File: config.mk
export PLATFORM = sky130hd
export DESIGN_NAME = accumulator_cpu_instruction_step_flat
export DESIGN_NICKNAME = d
export VERILOG_FILES = /design/src/design/acis_pkg.sv /design/src/design/acis_instr_if.sv /design/src/design/acis_result_if.sv /design/src/design/acis_dstore.sv /design/src/design/acis_core.sv /design/src/design/accumulator_cpu_instruction_step.sv /design/src/flat_wrapper.sv
export SDC_FILE = /design/constraint.sdc
export NUM_CORES = 1
export LEC_CHECK = 0
export ABC_CLOCK_PERIOD_IN_PS = 11770
export BUFFER_PORTS_ARGS = -buffer_cell sky130_fd_sc_hd__buf_2
export CORE_ASPECT_RATIO = 1.75
export CORE_MARGIN = 1.5
export CORE_UTILIZATION = 32
export CTS_BUF_LIST = sky130_fd_sc_hd__clkbuf_4 sky130_fd_sc_hd__clkbuf_8
export CTS_CLUSTER_DIAMETER = 80
export DETAILED_ROUTE_END_ITERATION = 10
export PLACE_DENSITY = 0.49
export SLEW_MARGIN = 30
export SYNTH_ARGS = -nofsm -noshare
export SYNTH_HDL_FRONTEND = slang
export SYNTH_HIERARCHICAL = 1
export SYNTH_SLANG_ARGS = --single-unit
File: constraint.sdc
create_clock -name i_clk -period 11.77 [get_ports i_clk]
set_input_delay 1.7655 -clock i_clk [delete_from_list [all_inputs] [get_ports i_clk]]
set_output_delay 1.7655 -clock i_clk [all_outputs]
set_load 0.01 [all_outputs]
File: src/design/acis_pkg.sv
`default_nettype none
package acis_pkg;

    localparam int BYTE_W     = 8;
    localparam int PC_W       = 16;
    // Depth of the data store; a power of two, so the address wrap is a mask.
    localparam int DATA_DEPTH = 32;
    localparam int ADDR_W     = $clog2(DATA_DEPTH);
    localparam int MEM_ADDR_W = 5;
    localparam int PC_STEP    = 3;

    typedef enum logic [BYTE_W-1:0] {
        OP_DEC_A      = 8'h14,
        OP_RET        = 8'h22,
        OP_ADD_IMM    = 8'h34,
        OP_ORL_IMM    = 8'h44,
        OP_ANL_IMM    = 8'h54,
        OP_MOV_A_IMM  = 8'h74,
        OP_MOV_DIR_R0 = 8'h88,
        OP_MOV_R0_DIR = 8'hA8,
        OP_MOV_DIR_A  = 8'hF5,
        OP_MOV_R0_A   = 8'hF8,
        OP_JMP_ZERO   = 8'hFF
    } t_opcode;

    typedef struct packed {
        logic [BYTE_W-1:0] opcode;
        logic [BYTE_W-1:0] addr_high;
        logic [BYTE_W-1:0] operand_low;
    } t_instr;

    typedef struct packed {
        logic [BYTE_W-1:0]     acc_value;
        logic [BYTE_W-1:0]     r0_value;
        logic [PC_W-1:0]       next_pc;
        logic                  mem_wrote;
        logic [MEM_ADDR_W-1:0] mem_addr;
        logic [BYTE_W-1:0]     mem_data;
        logic                  opcode_known;
    } t_result;

    typedef struct packed {
        logic              we;
        logic [ADDR_W-1:0] addr;
        logic [BYTE_W-1:0] wdata;
    } t_dmem_req;

endpackage
`default_nettype wire

File: src/design/acis_instr_if.sv
`default_nettype none
interface acis_instr_if;
    logic                      valid;
    logic                      ready;
    logic [acis_pkg::BYTE_W-1:0] opcode;
    logic [acis_pkg::BYTE_W-1:0] addr_high;
    logic [acis_pkg::BYTE_W-1:0] operand_low;

    modport source (output valid, output opcode, output addr_high, output operand_low,
                    input ready);
    modport sink (input valid, input opcode, input addr_high, input operand_low,
                  output ready);
endinterface
`default_nettype wire

File: src/design/acis_result_if.sv
`default_nettype none
interface acis_result_if;
    logic                            valid;
    logic                            ready;
    logic [acis_pkg::BYTE_W-1:0]     acc_value;
    logic [acis_pkg::BYTE_W-1:0]     r0_value;
    logic [acis_pkg::PC_W-1:0]       next_pc;
    logic                            mem_wrote;
    logic [acis_pkg::MEM_ADDR_W-1:0] mem_addr;
    logic [acis_pkg::BYTE_W-1:0]     mem_data;
    logic                            opcode_known;

    modport source (output valid, output acc_value, output r0_value, output next_pc,
                    output mem_wrote, output mem_addr, output mem_data,
                    output opcode_known, input ready);
    modport sink (input valid, input acc_value, input r0_value, input next_pc,
                  input mem_wrote, input mem_addr, input mem_data,
                  input opcode_known, output ready);
endinterface
`default_nettype wire

File: src/design/acis_dstore.sv
`default_nettype none
module acis_dstore (
    input  logic                          i_clk,
    input  logic                          i_rst_n,
    input  acis_pkg::t_dmem_req           i_req,
    input  logic                          i_rd_en,
    input  logic [acis_pkg::ADDR_W-1:0]   i_rd_addr,
    output logic [acis_pkg::BYTE_W-1:0]   o_rd_data
);
    import acis_pkg::*;

    logic [BYTE_W-1:0] r_mem [DATA_DEPTH];
    logic [BYTE_W-1:0] r_rd_data;

    // Clear every entry at reset; write one byte per transfer.
    always_ff @(posedge i_clk) begin
        if (!i_rst_n) begin
            for (int i = 0; i < DATA_DEPTH; i++) begin
                r_mem[i] <= '0;
            end
        end else if (i_req.we) begin
            r_mem[i_req.addr] <= i_req.wdata;
        end
    end

    // Read alongside the input register load; forward a write to the same
    // entry that lands on that edge.
    always_ff @(posedge i_clk) begin
        if (!i_rst_n) begin
            r_rd_data <= '0;
        end else if (i_rd_en) begin
            if (i_req.we && (i_req.addr == i_rd_addr)) begin
                r_rd_data <= i_req.wdata;
            end else begin
                r_rd_data <= r_mem[i_rd_addr];
            end
        end
    end

    assign o_rd_data = r_rd_data;

endmodule
`default_nettype wire

File: src/design/acis_core.sv
`default_nettype none
module acis_core (
    input  logic                          i_clk,
    input  logic                          i_rst_n,
    input  logic                          i_fire,
    input  acis_pkg::t_instr              i_instr,
    input  logic [acis_pkg::BYTE_W-1:0]   i_rd_data,
    output acis_pkg::t_dmem_req           o_dmem_req,
    output acis_pkg::t_result             o_result
);
    import acis_pkg::*;

    logic [BYTE_W-1:0] r_acc;
    logic [BYTE_W-1:0] r_r0;
    logic [PC_W-1:0]   r_pc;
    logic [BYTE_W-1:0] n_acc;
    logic [BYTE_W-1:0] n_r0;
    logic [PC_W-1:0]   n_pc;

    logic              known;
    logic              to_zero;
    logic              wrote;
    logic              touched;
    logic [BYTE_W-1:0] mdata;
    logic [ADDR_W-1:0] addr;

    // Direct address wraps to the store depth: keep the low bits.
    assign addr = ADDR_W'({i_instr.addr_high, i_instr.operand_low});

    always_comb begin
        n_acc   = r_acc;
        n_r0    = r_r0;
        known   = 1'b1;
        to_zero = 1'b0;
        wrote   = 1'b0;
        touched = 1'b0;
        mdata   = '0;
        case (i_instr.opcode)
            OP_DEC_A:     n_acc = r_acc - BYTE_W'(1);
            OP_RET:       to_zero = 1'b1;
            OP_ADD_IMM:   n_acc = r_acc + i_instr.operand_low;
            OP_ORL_IMM:   n_acc = r_acc | i_instr.operand_low;
            OP_ANL_IMM:   n_acc = r_acc & i_instr.operand_low;
            OP_MOV_A_IMM: n_acc = i_instr.operand_low;
            OP_MOV_DIR_R0: begin
                mdata   = r_r0;
                wrote   = 1'b1;
                touched = 1'b1;
            end
            OP_MOV_R0_DIR: begin
                n_r0    = i_rd_data;
                mdata   = i_rd_data;
                touched = 1'b1;
            end
            OP_MOV_DIR_A: begin
                mdata   = r_acc;
                wrote   = 1'b1;
                touched = 1'b1;
            end
            OP_MOV_R0_A:  n_r0 = r_acc;
            OP_JMP_ZERO:  to_zero = 1'b1;
            default:      known = 1'b0;
        endcase
        n_pc = to_zero ? '0 : r_pc + PC_W'(PC_STEP);
    end

    always_ff @(posedge i_clk) begin
        if (!i_rst_n) begin
            r_acc <= '0;
            r_r0  <= '0;
            r_pc  <= '0;
        end else if (i_fire) begin
            r_acc <= n_acc;
            r_r0  <= n_r0;
            r_pc  <= n_pc;
        end
    end

    assign o_dmem_req.we    = i_fire && wrote;
    assign o_dmem_req.addr  = addr;
    assign o_dmem_req.wdata = mdata;

    assign o_result.acc_value    = n_acc;
    assign o_result.r0_value     = n_r0;
    assign o_result.next_pc      = n_pc;
    assign o_result.mem_wrote    = wrote;
    assign o_result.mem_addr     = touched ? MEM_ADDR_W'(addr) : '0;
    assign o_result.mem_data     = mdata;
    assign o_result.opcode_known = known;

    a_pc_to_zero: assert property (@(posedge i_clk) disable iff (!i_rst_n)
        i_fire && (i_instr.opcode == OP_RET || i_instr.opcode == OP_JMP_ZERO)
        |=> r_pc == '0)
        else $error("PC not cleared after a jump to zero");

    a_unknown_keeps: assert property (@(posedge i_clk) disable iff (!i_rst_n)
        i_fire && !known |=> $stable(r_acc) && $stable(r_r0))
        else $error("unknown opcode changed A or R0");

endmodule
`default_nettype wire

File: src/design/accumulator_cpu_instruction_step.sv
`default_nettype none
// Accumulator CPU instruction step. Each transfer on i_instr carries one
// three-byte instruction (opcode, high address byte, low byte); each
// transfer on o_result reports A, R0 and the PC after it, plus the data
// store access it made (address wrapped to the 32-byte store, data moved,
// write flag) and whether the opcode was recognized. A, R0, PC and the data
// store all clear at reset. Throughput is one instruction per clock while
// o_result takes results: the input register feeds the execute logic, which
// updates the architectural state and loads the result register in the
// same cycle, so a dependent instruction can follow directly. The data store
// is read on the edge that loads the input register, so the read byte sits
// beside the held instruction. A result is valid once its instruction has
// executed into the result register, and it is held there until taken. The
// input register keeps taking transfers while a result waits on o_result,
// until both stages are full; ready then drops until the result is taken.
module accumulator_cpu_instruction_step (
    input  logic         i_clk,
    input  logic         i_rst_n,
    acis_instr_if.sink   i_instr,
    acis_result_if.source o_result
);
    import acis_pkg::*;

    t_instr            r_in;
    logic              r_in_valid;
    t_result           r_out;
    logic              r_out_valid;
    logic              in_fire;
    logic              exec_fire;
    t_result           core_result;
    t_dmem_req         dmem_req;
    logic [BYTE_W-1:0] rd_data;
    logic [ADDR_W-1:0] rd_addr;

    // Execute when an instruction is held and the result register can take it.
    assign exec_fire     = r_in_valid && (!r_out_valid || o_result.ready);
    assign i_instr.ready = !r_in_valid || exec_fire;
    assign in_fire       = i_instr.valid && i_instr.ready;

    // Store address of the incoming instruction, wrapped to the depth.
    assign rd_addr = ADDR_W'({i_instr.addr_high, i_instr.operand_low});

    // Input register: load on transfer, drop once executed.
    always_ff @(posedge i_clk) begin
        if (!i_rst_n) begin
            r_in_valid <= 1'b0;
        end else if (in_fire) begin
            r_in_valid <= 1'b1;
        end else if (exec_fire) begin
            r_in_valid <= 1'b0;
        end
    end

    always_ff @(posedge i_clk) begin
        if (in_fire) begin
            r_in.opcode      <= i_instr.opcode;
            r_in.addr_high   <= i_instr.addr_high;
            r_in.operand_low <= i_instr.operand_low;
        end
    end

    acis_core u_core (
        .i_clk      (i_clk),
        .i_rst_n    (i_rst_n),
        .i_fire     (exec_fire),
        .i_instr    (r_in),
        .i_rd_data  (rd_data),
        .o_dmem_req (dmem_req),
        .o_result   (core_result)
    );

    acis_dstore u_dstore (
        .i_clk     (i_clk),
        .i_rst_n   (i_rst_n),
        .i_req     (dmem_req),
        .i_rd_en   (in_fire),
        .i_rd_addr (rd_addr),
        .o_rd_data (rd_data)
    );

    // Result register: hold until the downstream transfer completes.
    always_ff @(posedge i_clk) begin
        if (!i_rst_n) begin
            r_out_valid <= 1'b0;
        end else if (exec_fire) begin
            r_out_valid <= 1'b1;
        end else if (o_result.ready) begin
            r_out_valid <= 1'b0;
        end
    end

    always_ff @(posedge i_clk) begin
        if (exec_fire) begin
            r_out <= core_result;
        end
    end

    assign o_result.valid        = r_out_valid;
    assign o_result.acc_value    = r_out.acc_value;
    assign o_result.r0_value     = r_out.r0_value;
    assign o_result.next_pc      = r_out.next_pc;
    assign o_result.mem_wrote    = r_out.mem_wrote;
    assign o_result.mem_addr     = r_out.mem_addr;
    assign o_result.mem_data     = r_out.mem_data;
    assign o_result.opcode_known = r_out.opcode_known;

    a_ready_when_empty: assert property (@(posedge i_clk) disable iff (!i_rst_n)
        !r_in_valid |-> i_instr.ready)
        else $error("input stalled with empty input register");

    a_exec_loads_out: assert property (@(posedge i_clk) disable iff (!i_rst_n)
        exec_fire |=> r_out_valid)
        else $error("executed instruction lost its result");

    a_write_is_known: assert property (@(posedge i_clk) disable iff (!i_rst_n)
        r_out_valid && r_out.mem_wrote |-> r_out.opcode_known)
        else $error("store write reported for unknown opcode");

endmodule
`default_nettype wire

File: src/flat_wrapper.sv
// flat-port wrapper written by rule: the top's interface ports become plain ports
module accumulator_cpu_instruction_step_flat import acis_pkg::*;
  (i_clk, i_rst_n, i_instr_valid, i_instr_opcode, i_instr_addr_high, i_instr_operand_low, i_instr_ready, o_result_valid, o_result_acc_value, o_result_r0_value, o_result_next_pc, o_result_mem_wrote, o_result_mem_addr, o_result_mem_data, o_result_opcode_known, o_result_ready);
  acis_instr_if i_instr_i ();
  acis_result_if o_result_i ();
  input  logic i_clk;
  input  logic i_rst_n;
  input wire logic [$bits(i_instr_i.valid)-1:0] i_instr_valid;
  input wire logic [$bits(i_instr_i.opcode)-1:0] i_instr_opcode;
  input wire logic [$bits(i_instr_i.addr_high)-1:0] i_instr_addr_high;
  input wire logic [$bits(i_instr_i.operand_low)-1:0] i_instr_operand_low;
  output wire logic [$bits(i_instr_i.ready)-1:0] i_instr_ready;
  output wire logic [$bits(o_result_i.valid)-1:0] o_result_valid;
  output wire logic [$bits(o_result_i.acc_value)-1:0] o_result_acc_value;
  output wire logic [$bits(o_result_i.r0_value)-1:0] o_result_r0_value;
  output wire logic [$bits(o_result_i.next_pc)-1:0] o_result_next_pc;
  output wire logic [$bits(o_result_i.mem_wrote)-1:0] o_result_mem_wrote;
  output wire logic [$bits(o_result_i.mem_addr)-1:0] o_result_mem_addr;
  output wire logic [$bits(o_result_i.mem_data)-1:0] o_result_mem_data;
  output wire logic [$bits(o_result_i.opcode_known)-1:0] o_result_opcode_known;
  input wire logic [$bits(o_result_i.ready)-1:0] o_result_ready;
  assign i_instr_i.valid = i_instr_valid;
  assign i_instr_i.opcode = i_instr_opcode;
  assign i_instr_i.addr_high = i_instr_addr_high;
  assign i_instr_i.operand_low = i_instr_operand_low;
  assign i_instr_ready = i_instr_i.ready;
  assign o_result_valid = o_result_i.valid;
  assign o_result_acc_value = o_result_i.acc_value;
  assign o_result_r0_value = o_result_i.r0_value;
  assign o_result_next_pc = o_result_i.next_pc;
  assign o_result_mem_wrote = o_result_i.mem_wrote;
  assign o_result_mem_addr = o_result_i.mem_addr;
  assign o_result_mem_data = o_result_i.mem_data;
  assign o_result_opcode_known = o_result_i.opcode_known;
  assign o_result_i.ready = o_result_ready;
  accumulator_cpu_instruction_step u_core (.i_clk(i_clk), .i_rst_n(i_rst_n), .i_instr(i_instr_i), .o_result(o_result_i));
endmodule
==> results by stage, run 1 <==
Run status:
- The run finished with clean final reports.

Logic synthesis:
- The net count after synthesis is around 1.4k.
- The summed instance area of the synthesized netlist is around 18000 µm².
- The yosys synthesis warning count is 6.
- The mean post-synth cell area is ~13 µm².
- In the synthesized netlist, the number of instances is roughly 1.3k.

CTS:
- CTS built an H-tree with a depth of 2.
- For the worst-skew pair, the clock arrives at the later sink with an insertion delay of 0.63 ns.
- The hold buffer count at CTS is 0.
- The deepest clock path buffer count is 3.
- The number of gates resized after cts is 0.
- The CTS tree is built.
- The number of sinks driven by the clock tree is around 360.
- In this run the clock root is driven by a clkbuf_8.
- The number of buffers created by CTS is 53.
- Buffers added to address setup during post-CTS repair amount to 0.
- Clock-pin slew was measured on the worst setup and hold paths at 0.07 ns.

Min path:
- The min-delay analysis places its worst path in the category flop to flop.

Route:
- The average detailed-routed wire length per instance is about 22 µm.
- Once detail routing completed, the nets flagged for antenna violations numbered 0.
- After detailed routing, the number of vias per cell comes to between 5 and 6.
- After detailed routing, the number of remaining DRC violations is 0.
- The violation count after the first detailed-routing iteration is roughly 690.
- For this block, the via count after detailed routing is 10.78k.
- The total wire length is around 47000 µm.
- The number of detailed-routing iterations run before antenna repair is 5.

Die:
- The number of top-level design ports is 77.
- Measured along the y axis, the die boundary spans around 310 µm.
- In this run the horizontal extent of the chip is between 150 and 200 µm.
- The starting utilization of the core area is 0.3233.
- The core outline area is roughly 54000 µm².
- In this run the core area contains between 100 and 150 standard-cell rows.
- The die covers approximately 56000 µm².

Power and ir drop:
- The share of total power dissipated in combinational logic is 0.073.
- The cell internal power dissipation is about 2.0 mW.
- The portion of total power attributed to the clock network is 0.376.
- Of the total power, the share spent switching nets is 0.2345.
- The sum of internal, switching and leakage power is ~2.7 mW.
- The largest voltage drop on the vdd net is 0.06733 mV.
- The proportion of power drawn by flip-flops and latches is 0.551.
- The net switching power is 0.6235 mW.
- The cell area power density is between 100 and 150 nW/µm².
- The leakage power figure is between 6 and 7 nW.

Timing:
- Setup violations remaining at the end of the flow were counted as 0.
- The number of slew-limit violations in the final report is 0.
- Setup repair after global routing left no endpoint under its margin.
- The number of hold-slack violations in the final timing report was 0.
- After layout, the worst setup slack is around 7.3 ns.
- The shortest period the worst path allows is roughly 4.4 ns.
- The actual transition at the worst max-transition pin is approximately 0.95 ns.
- Static timing analysis puts the maximum clock frequency at ~230 MHz.
- Summed over all failing endpoints, the final setup total negative slack is 0 ns.
- The final clock period utilization by the worst path is 0.3760.
- The worst-case headroom to the max-slew limit is 0.3631.
- Across the routed clock network, the largest skew measured is approximately 0.028 ns.

Cells and area:
- With fillers left out, the area of the finished cells amounts to between 15000 and 20000 µm².
- The area growth from synthesis to layout is 11.46%.
- The count of fill cells added during filler insertion is roughly 5.3k.
- The fraction of layout cells with a size suffix above 1 is 0.2070.
- In the final layout, flip-flops and latches occupy 10420 µm².
- The post-layout net count is between 1k and 1.5k.
- The area of combinational cells with multiple inputs is 6391 µm².

Critical path:
- The required time at the endpoint of the critical path is 12.10 ns.
- The top fanout value on the critical path is 16.
- The worst setup path is captured at a flop.
- The critical path is of the flop to flop type.
- The arrival time reported for the critical path endpoint is about 4.8 ns.
- The worst setup path is launched from a flop.

Placed design:
- The number of buffers inserted by port buffering is between 60 and 70.
- At the placement stage, the worst setup path has a slack of 6.948 ns.
- The final weighted congestion in routability-driven placement is roughly 0.84.
- The placed instances occupy a cell area of roughly 18000 µm².
- The half-perimeter wire length of the detailed placement result is approximately 32000 µm.

GRT:
- In the global route stage, overall resource usage came out at 0.1672.
- The number of antenna violations at the first check in global routing is 1.
- Entering global routing, the biggest net connects 67 pins.
- The via count of the first global-routing pass is 11.19k.
- The first global-routing pass estimated a little over 70000 µm of wire.
- The final global-route overflow total is 0.

Job:
- Across the run, the number of max-cap violations was 0.
[sequential cells by signal, indices dropped and copies added (netlist names)]
name and count:
u_core/o_result.acc_value 8, u_core/r_in 16, u_core/o_result.valid 1, u_core/r_in_valid 1, u_core/o_result.mem_data 8, u_core/o_result.opcode_known 1
u_core/u_core/r_acc 8, u_core/u_dstore/o_rd_data 8, u_core/o_result.r0_value 8, u_core/u_core/r_pc 16, u_core/u_dstore/r_mem 256, u_core/o_result.mem_wrote 1
u_core/o_result.mem_addr 5, u_core/u_core/r_r0 8, u_core/o_result.next_pc 16
[power groups by stage]
stage | registers, mW | clock network (mW) | logic (mW)
floorplan | 1.48 | 0 | 0.134
global route | 1.47 | 1.08 | 0.208
CTS | 1.47 | 1.03 | 0.197
finish | 1.47 | 0.999 | 0.194
global placement | 1.49 | 0 | 0.195
detailed placement | 1.49 | 0 | 0.197
[per-stage QoR]
stage / hold WS (ns) / util / std cells
final: 0.4858 / 0.3603 / 2117
after floorplan: 0.4498 / - / 1331
after global routing: 0.5168 / 0.3603 / 2116
after CTS: 0.4891 / 0.3601 / 2115
after detailed placement: 0.4787 / 0.3415 / 2026
after global placement: 0.4688 / 0.3415 / 2026
[path summary, 6_finish.rpt]
check                                           start                                        end  slack [ns]  depth (start not counted)
setup / recovery            u_core/r_in[18]$_DFFE_PP_  u_core/u_dstore/r_mem[0][4]$_SDFFCE_PN0P_        7.35                          9
hold reg to reg   u_core/u_core/r_pc[15]$_SDFFE_PN0P_        u_core/u_core/r_pc[15]$_SDFFE_PN0P_        0.49                          2
setup reg to reg            u_core/r_in[18]$_DFFE_PP_  u_core/u_dstore/r_mem[0][4]$_SDFFCE_PN0P_        7.35                          9
hold / removal    u_core/u_core/r_pc[15]$_SDFFE_PN0P_        u_core/u_core/r_pc[15]$_SDFFE_PN0P_        0.49                          2
[per-layer routing]
layer / track usage / wire [µm] / vias up
met5: 0 / 0 / -
met4: 0.07330 / 1865 / 0
met3: 0.02296 / 1815 / 92
met2: 0.3278 / 26510 / 279
met1: 0.1743 / 16890 / 5402
li1: - / - / 5009
[cells in the final DEF (no fill, tap or decap), types with 8 or more instances in the layout]
cell type,instances
a32oi_1,9
dfxtp_1,42
o22ai_1,10
xnor2_1,14
clkinv_1,9
nand3_1,15
buf_2,67
nand2_1,44
mux2i_1,22
a222oi_1,8
and2_1,265
clkbuf_4,20
a31oi_1,10
a22o_1,10
o21ai_0,61
clkbuf_8,56
buf_4,47
nor2b_1,22
ha_1,8
a22oi_1,12
a21oi_1,24
mux4_2,62
or3_1,12
edfxtp_1,319
xor2_1,8
inv_1,34
nor2_1,82
[critical path, cell delays in order (launching register included)]
cell and delay (ns):
edfxtp_1 0.57, nor4b_1 0.52, nand2_1 0.24, nor4_4 0.44
or2_2 0.23, and2_1 0.26, nand2_1 0.14, or3_1 0.70
o21ai_0 0.77, buf_4 0.26
[final cells by class]
type / instances / share of cell area
Antenna cell: 2 / 0.0002565
Clock buffer: 76 / 0.04720
Clock inverter: 13 / 0.004297
Inverter: 37 / 0.007118
Multi-Input combinational cell: 824 / 0.3276
Sequential cell: 361 / 0.5341
Tap cell: 690 / 0.04425
Timing Repair Buffer: 114 / 0.03527
(Power assumes the default switching activity.)
==> inputs of run 2 (changes only) <==
Settings changed: ABC_CLOCK_PERIOD_IN_PS 11770 to 4260.
Clock period 11.77 ns to 4.26 ns, I/O delays scaled along.
==> run 2 against run 1 <==
  * Highest routed layer unchanged
  * Clock power increased to 2.8 times the previous value
  * Power increased to 2.8 times the previous value
  * Largest power group unchanged
  * The flow now finishes with violations (design-rule violations)
  * Die area unchanged
==> results by stage, run 2 (same netlist as run 1, synthesis figures left out) <==
Route:
- For this run, design rule violations remaining after detail routing come to 1.
- The count of antenna-violating nets left after detailed routing is 0.
- The number of detailed-routing iterations run before antenna repair is 11.
- The routed layout has approximately 11k vias.
- Dividing the detail-routed wire length by the instance count gives approximately 22 µm.
- For this block, the initial DRC count from the detailed router was slightly below 900.
- Summed over all layers, the routed wires come to 48460 µm.
- The routed via count divided by cell count is 5.160.

Cells and area:
- Measured on the finished design, the core utilization comes to 0.3652.
- The fraction of layout cells with a size suffix above 1 is 0.2213.
- The library cell used most frequently in the layout, excluding fill and tap cells, is edfxtp_1.
- The final layout contains 1458 nets.
- In the layout the commonest cells are edfxtp_1, and2_1, nor2_1.
- The layout has around 5.2k filler cells.
- The register bank with the most flops is u_core/u_dstore/r_mem.
- The register with the most flip-flops in the layout has between 200 and 300 of them.
- The synthesis-to-finish area growth is 12.96%.
- After routing the design area is a little under 20000 µm².

Timing:
- Setup repair after global routing left no endpoint under its margin.
- On the final layout, the worst hold slack is between 0.15 and 0.2 ns.
- Timing would allow up to 275.9 MHz.
- Headroom to the max-slew limit came out at 0.4025.
- In the final timing run, aggregate negative setup slack is 0 ns.
- The number of hold-slack violations in the final timing report is 0.
- The number of slew-limit violations in the final report is 0.
- Between clock sinks in the finished design, the worst skew comes to approximately 0.043 ns.
- The worst path meets setup with between 0.6 and 0.7 ns of slack.
- The final number of setup-violating endpoints is 0.
- The shortest period the worst path allows is 3.625 ns.
- Dividing the final minimum period by the clock period gives 0.8509.
- For the pin with the worst max-slew slack, the measured transition is ~0.9 ns.

GRT:
- The maximum number of pins on one net before global-route repair is 83.
- The final global-route overflow total is 0.
- The met2 global-route usage is 0.3392.
- For this run, global-route usage on met1 was measured as 0.1744.
- For this run, global-route usage on met3 was measured as 0.02319.
- The first-pass GRT wire length is between 70000 and 80000 µm.
- The via count of the first global-routing pass was about 11k.
- The layer flagged by global routing as most heavily used is met2.
- The total global-route track usage is 0.1721.
- The number of antenna violations at the first check in global routing is 1.

Placed design:
- OpenSTA, run right after detailed placement, puts the worst setup slack at about 0.72 ns.
- The final weighted congestion in routability-driven placement is 0.8424.
- Summing all placed instances gives a cell area of between 15000 and 20000 µm².
- The half-perimeter wire length of the detailed placement result is approximately 34000 µm.
- The number of buffers inserted by port buffering is 68.

CTS:
- After clock tree synthesis, the clock-pin slew on the worst setup and hold paths is around 0.060 ns.
- The deepest clock path buffer count is 3.
- In this run, post-CTS repair resized a total of 0 instances.
- Clock tree synthesis inserted a total of 53 buffers.
- The cell sitting at the root of the clock tree is a clkbuf_8.
- Post-CTS timing repair inserted 0 buffers for setup.
- The tree built by TritonCTS fans out to roughly 360 sinks.
- The clock reaches the later pin of the worst-skew pair after 0.66 ns.
- The hold buffer count at CTS is 0.
- TritonCTS built the clock tree.
- The clock tree synthesis step divided the H-tree into 2 levels.

Critical path:
- In this run the worst path has a maximum fanout of 16.
- STA classifies the critical path endpoint as a flop.
- The gate family responsible for the most delay along the worst path is simple AND/OR/NAND/NOR gates.
- The critical path goes through nor4b_1, nand2_1, nor4_4, or2_2, and2_1, nand2_1, or3_1, o21ai_0, buf_4.
- The arrival time reported for the critical path endpoint is ~4.0 ns.
- The sum of buffers and inverters on the critical path is 1.
- The delay of the slowest cell on the worst path is 0.65 ns.
- The most prevalent standard cell on the critical path is nand2_1.
- On the critical path, the stage with the largest delay is an instance of or3_1.
- The critical path is of the flop to flop type.
- STA classifies the critical path startpoint as a flop.
- The required time at the endpoint of the critical path is approximately 4.6 ns.

Job:
- Max-cap violations in this run came to 0.

Power and ir drop:
- The cell area power density is 372.2 nW/µm².
- For this design the static power due to leakage is between 7 and 8 nW.
- The worst-case IR drop observed on VDD is 0.1814 mV.

Die:
- The initial utilization of the core area, before any placement, comes to 0.3233.
- The die outline height is about 310 µm.
- The floorplan has 113 rows.
- During I/O placement, the number of pins put on the boundary was 77.
- The core outline area is 54150 µm².
- Measured along the x axis, the die boundary spans 179.8 µm.
- The floorplan step defined a die boundary enclosing 56170 µm².

Run status:
- The checks that failed: design-rule violations.
- The flow ran to the end, but the final reports show violations.

Min path:
- In this run the worst hold path is classified as primary input to flop.
[run 2: area by class of cell]
type | instances | area (µm²) | share of cell area
Sequential cell | 361 | 10420 | 0.5270
Multi-Input combinational cell | 824 | 6391 | 0.3232
Timing Repair Buffer | 144 | 950.9 | 0.04809
Clock buffer | 68 | 867.1 | 0.04385
Tap cell | 690 | 863.3 | 0.04366
Clock inverter | 30 | 140.1 | 0.007087
Inverter | 37 | 138.9 | 0.007024
Antenna cell | 1 | 2.502 | 0.0001266
[run 2: per-stage QoR]
step / std cells / power [mW]
after global placement: 2056 / 4.683
after floorplan: 1331 / 4.462
after global routing: 2155 / 7.623
after detailed placement: 2056 / 4.691
final: 2155 / 7.360
after CTS: 2154 / 7.454
[run 2: worst register-to-register path, cell delays in order, from the launching register on]
cell and delay, ns:
edfxtp_1 0.51, nor4b_1 0.61, nand2_1 0.27, nor4_4 0.21, or2_2 0.17, and2_1 0.19, nand2_1 0.12, or3_1 0.66
o21ai_0 0.38, buf_4 0.23
[run 2: routing by layer]
metal | part of all wire | wire length, µm
met1 | 0.35 | 16870
met2 | 0.56 | 27280
met3 | 0.040 | 1943
met4 | 0.049 | 2374
met5 | 0 | 0
[run 2: final timing paths]
kind | cells past startpoint | slack, ns | endpoint | start
min | 1 | 0.15 | u_core/r_in[16]$_DFFE_PP_ | i_instr_opcode[0]
max | 9 | 0.63 | u_core/u_dstore/r_mem[0][0]$_SDFFCE_PN0P_ | u_core/r_in[17]$_DFFE_PP_
min reg2reg | 2 | 0.49 | u_core/u_core/r_pc[15]$_SDFFE_PN0P_ | u_core/u_core/r_pc[15]$_SDFFE_PN0P_
max reg2reg | 9 | 0.63 | u_core/u_dstore/r_mem[0][0]$_SDFFCE_PN0P_ | u_core/r_in[17]$_DFFE_PP_
[run 2: power by group]
group          total, mW  internal [mW]  switching [mW]
clock network       2.75           1.34            1.41
logic              0.572          0.237           0.335
registers           4.04           3.97          0.0721
total               7.36           5.54            1.82
==> inputs of run 3 (changes only) <==
Settings changed: BUFFER_PORTS_ARGS -buffer_cell sky130_fd_sc_hd__buf_2 to not set, DONT_BUFFER_PORTS set to 1, PLACE_DENSITY 0.49 to 0.48.
==> run 3 against run 2 <==
  * The flow now finishes without violations
  * Final area fell by 2.5%
  * Critical path depth fell by 1
  * Non-clock buffer count fell by 81
  * Combinational power fell by 19%
  * Power fell by 2.5%
  * Worst hold slack got worse by 0.065 ns
  * Cell count fell by 4.0%
  * First-iteration DRC count fell by 2.8%
  * Register-to-register slack got worse by 0.10 ns
  * Setup slack got worse by 0.10 ns
  * Utilization fell by 0.91 points
  * Maximum frequency fell by 2.7%
==> results by stage, run 3 (same netlist as run 1, synthesis figures left out) <==
Route:
- The final route contains about 11k vias.
- After the first detailed-routing iteration, the DRC count stood at between 800 and 900.
- The average detailed-routed wire length per instance is 23.14 µm.
- Once detail routing completed, the nets flagged for antenna violations numbered 0.
- The total wire length is 47850 µm.
- After detailed routing, the number of vias per cell comes to 5.157.
- The first detailed-routing pass took 6 iterations.
- The DRC violation count after routing is 0.

Timing:
- Setup violations remaining at the end of the flow were counted as 0.
- Between clock sinks in the finished design, the worst skew comes to about 0.021 ns.
- For the pin with the worst max-slew slack, the measured transition is between 0.9 and 1 ns.
- For the final routed database, the setup TNS stands at 0 ns.
- Of the available clock period, the critical path in the final layout requires 0.8748.
- The clock period could shrink to between 3 and 4 ns.
- The number of slew-limit violations in the final report is 0.
- Setup repair after global routing left no endpoint under its margin.
- The number of hold-slack violations in the final timing report came to 0.
- The maximum clock rate is roughly 270 MHz.
- The worst-case headroom to the max-slew limit is 0.3565.

Cells and area:
- Leaving out fill and tap cells, the most frequent cell in the layout is edfxtp_1.
- The register bank with the most flops is u_core/u_dstore/r_mem.
- Leaving out fill and tap cells, the most frequent cells in the layout are edfxtp_1, and2_1, nor2_1.
- The fraction of layout cells with a size suffix above 1 is 0.1736.
- The synthesis-to-finish area growth is 10.13%.
- The finished cells cover about 19000 µm².
- The final layout contains 1375 nets.
- The count of fill cells added during filler insertion is roughly 5.2k.
- The flip-flop count of the largest register after layout is ~260.

GRT:
- Across every metal layer, demand over resource in global routing totals 0.1702.
- The number of antenna violations at the first check in global routing is 2.
- The total overflow left after global routing is 0.
- The first-pass GRT wire length is between 70000 and 80000 µm.
- The via count of the first global-routing pass came to approximately 11k.
- Entering global routing, the biggest net connects 71 pins.

Die:
- For this configuration, the core starts out at a cell density of 0.3233.
- Pin placement for this block handled 77 I/O pins.
- The die is around 180 µm wide.
- In this run the vertical extent of the chip is 312.4 µm.
- The floorplan step defined a die boundary enclosing between 50000 and 60000 µm².
- The region available for standard cell placement spans around 54000 µm².
- The cell row count is 113.

Critical path:
- The critical path is of the flop to flop type.
- Along the worst path, the maximum fanout reaches 8.
- The worst register-to-register path begins at u_core/r_in[17]$_DFFE_PP_.
- The endpoint identified for the worst register-to-register timing path is u_core/u_dstore/r_mem[29][1]$_SDFFCE_PN0P_.
- The required time at the endpoint of the critical path is 4.62 ns.
- The arrival time reported for the critical path endpoint is 4.08 ns.
- The type of origin of the critical path is a flop.
- The worst setup slack for register-to-register paths is 0.53 ns.
- The depth of the worst register-to-register path is 8.
- The worst setup path is captured at a flop.

Placed design:
- The instance area after placement is roughly 18000 µm².
- Routability-driven placement finished with a final weighted congestion of about 0.85.
- The half-perimeter wire length of the detailed placement result is ~32000 µm.
- The number of buffers inserted by port buffering is 0.

Min path:
- Along the worst hold path, the cell count comes to 0.
- The launch point of the worst hold path is i_instr_operand_low[6].
- The path with the worst hold slack has its endpoint at u_core/r_in[6]$_DFFE_PP_.
- The path class of the tightest hold or removal check is primary input to flop.

CTS:
- The tree is rooted in a clkbuf_8.
- Post-CTS repair changed the size of 0 cells.
- The longest clock path from root to sink contains 3 buffers.
- The number of setup buffers added after CTS is 0.
- The CTS tree is built.
- Buffers inserted during clock tree synthesis total a little over 50.
- The number of H-tree branching levels is 2.
- After clock tree synthesis, the clock-pin slew on the worst setup and hold paths is ~0.07 ns.
- The latest clock arrival within the worst-skew pair is about 0.65 ns.
- Counting every sink on the clock net gives approximately 360.
- Buffers inserted to repair hold after CTS numbered 0.

Job:
- The number of violations of the max-capacitance limit is 0.

Power and ir drop:
- For this design the static power due to leakage is approximately 6.8 nW.
- The largest voltage drop on the vdd net is 0.1555 mV.
- The cell area power density is around 370 nW/µm².

Run status:
- The flow ran to the end, and the final reports show no timing, DRC or antenna violations.
-- run 3: changes by cell type in the layout (fill, tap and decap cells not counted), sizes merged --
cell    previous run  this run
inv               37        36
clkinv            29        22
clkbuf            68        70
buf              144        63
-- run 3: critical path, stage by stage, from the launching register on --
cell and delay [ns]:
edfxtp_1 0.52, nor4b_1 0.56, nand2_1 0.26, nor4_4 0.20
or2_2 0.17, and2_1 0.18, nand4b_1 0.56, o21ai_0 0.73
buf_4 0.26
-- run 3: metal layers --
layer	GRT usage	part of all wire
met1	0.1730	0.35
met2	0.3337	0.56
met3	0.02354	0.037
met4	0.08561	0.048
met5	0	0
-- run 3: worst max-delay path by stage --
stage / end / slack [ns] / cells past startpoint / start
floorplan: u_core/u_dstore/r_mem[12][0]$_SDFFCE_PN0P_ / 0.34 / 10 / o_result_ready
global placement: u_core/u_dstore/r_mem[29][1]$_SDFFCE_PN0P_ / 0.58 / 8 / u_core/r_in[17]$_DFFE_PP_
detailed placement: u_core/u_dstore/r_mem[29][1]$_SDFFCE_PN0P_ / 0.53 / 8 / u_core/r_in[17]$_DFFE_PP_
CTS: u_core/u_dstore/r_mem[29][1]$_SDFFCE_PN0P_ / 0.49 / 8 / u_core/r_in[17]$_DFFE_PP_
global route: u_core/u_dstore/r_mem[29][1]$_SDFFCE_PN0P_ / 0.21 / 8 / u_core/r_in[17]$_DFFE_PP_
finish: u_core/u_dstore/r_mem[29][1]$_SDFFCE_PN0P_ / 0.53 / 8 / u_core/r_in[17]$_DFFE_PP_
-- run 3: through the flow --
stage | std cells | hold slack, ns | power, mW | utilization | setup slack [ns]
final | 2068 | 0.08632 | 7.178 | 0.3560 | 0.5333
after detailed placement | 1975 | 0.4776 | 4.594 | 0.3383 | 0.5305
after global placement | 1975 | 0.4722 | 4.588 | 0.3382 | 0.5779
after floorplan | 1331 | 0.4498 | 4.462 | - | 0.3429
after global routing | 2068 | 0.06815 | 7.428 | 0.3560 | 0.2062
after CTS | 2067 | 0.04921 | 7.272 | 0.3560 | 0.4916
-- run 3: final cells by class --
| class | count | area [µm²] | share of cell area |
|---|---|---|---|
| antenna | 1 | 2.502 | 0.0001298 |
| tap | 690 | 863.3 | 0.04478 |
| clock inverter | 22 | 100.1 | 0.005192 |
| inverter | 37 | 138.9 | 0.007204 |
| multi-input combinational | 824 | 6386 | 0.3313 |
| sequential | 361 | 10420 | 0.5405 |
| timing repair buffer | 63 | 510.5 | 0.02648 |
| clock buffer | 70 | 857.1 | 0.04446 |
-- run 3: report_power, final --
part           internal (mW)  switching [mW]  total, mW
sequential              3.97          0.0875       4.06
clock                   1.30            1.36       2.66
combinational          0.209           0.252      0.461
total                   5.48            1.70       7.18
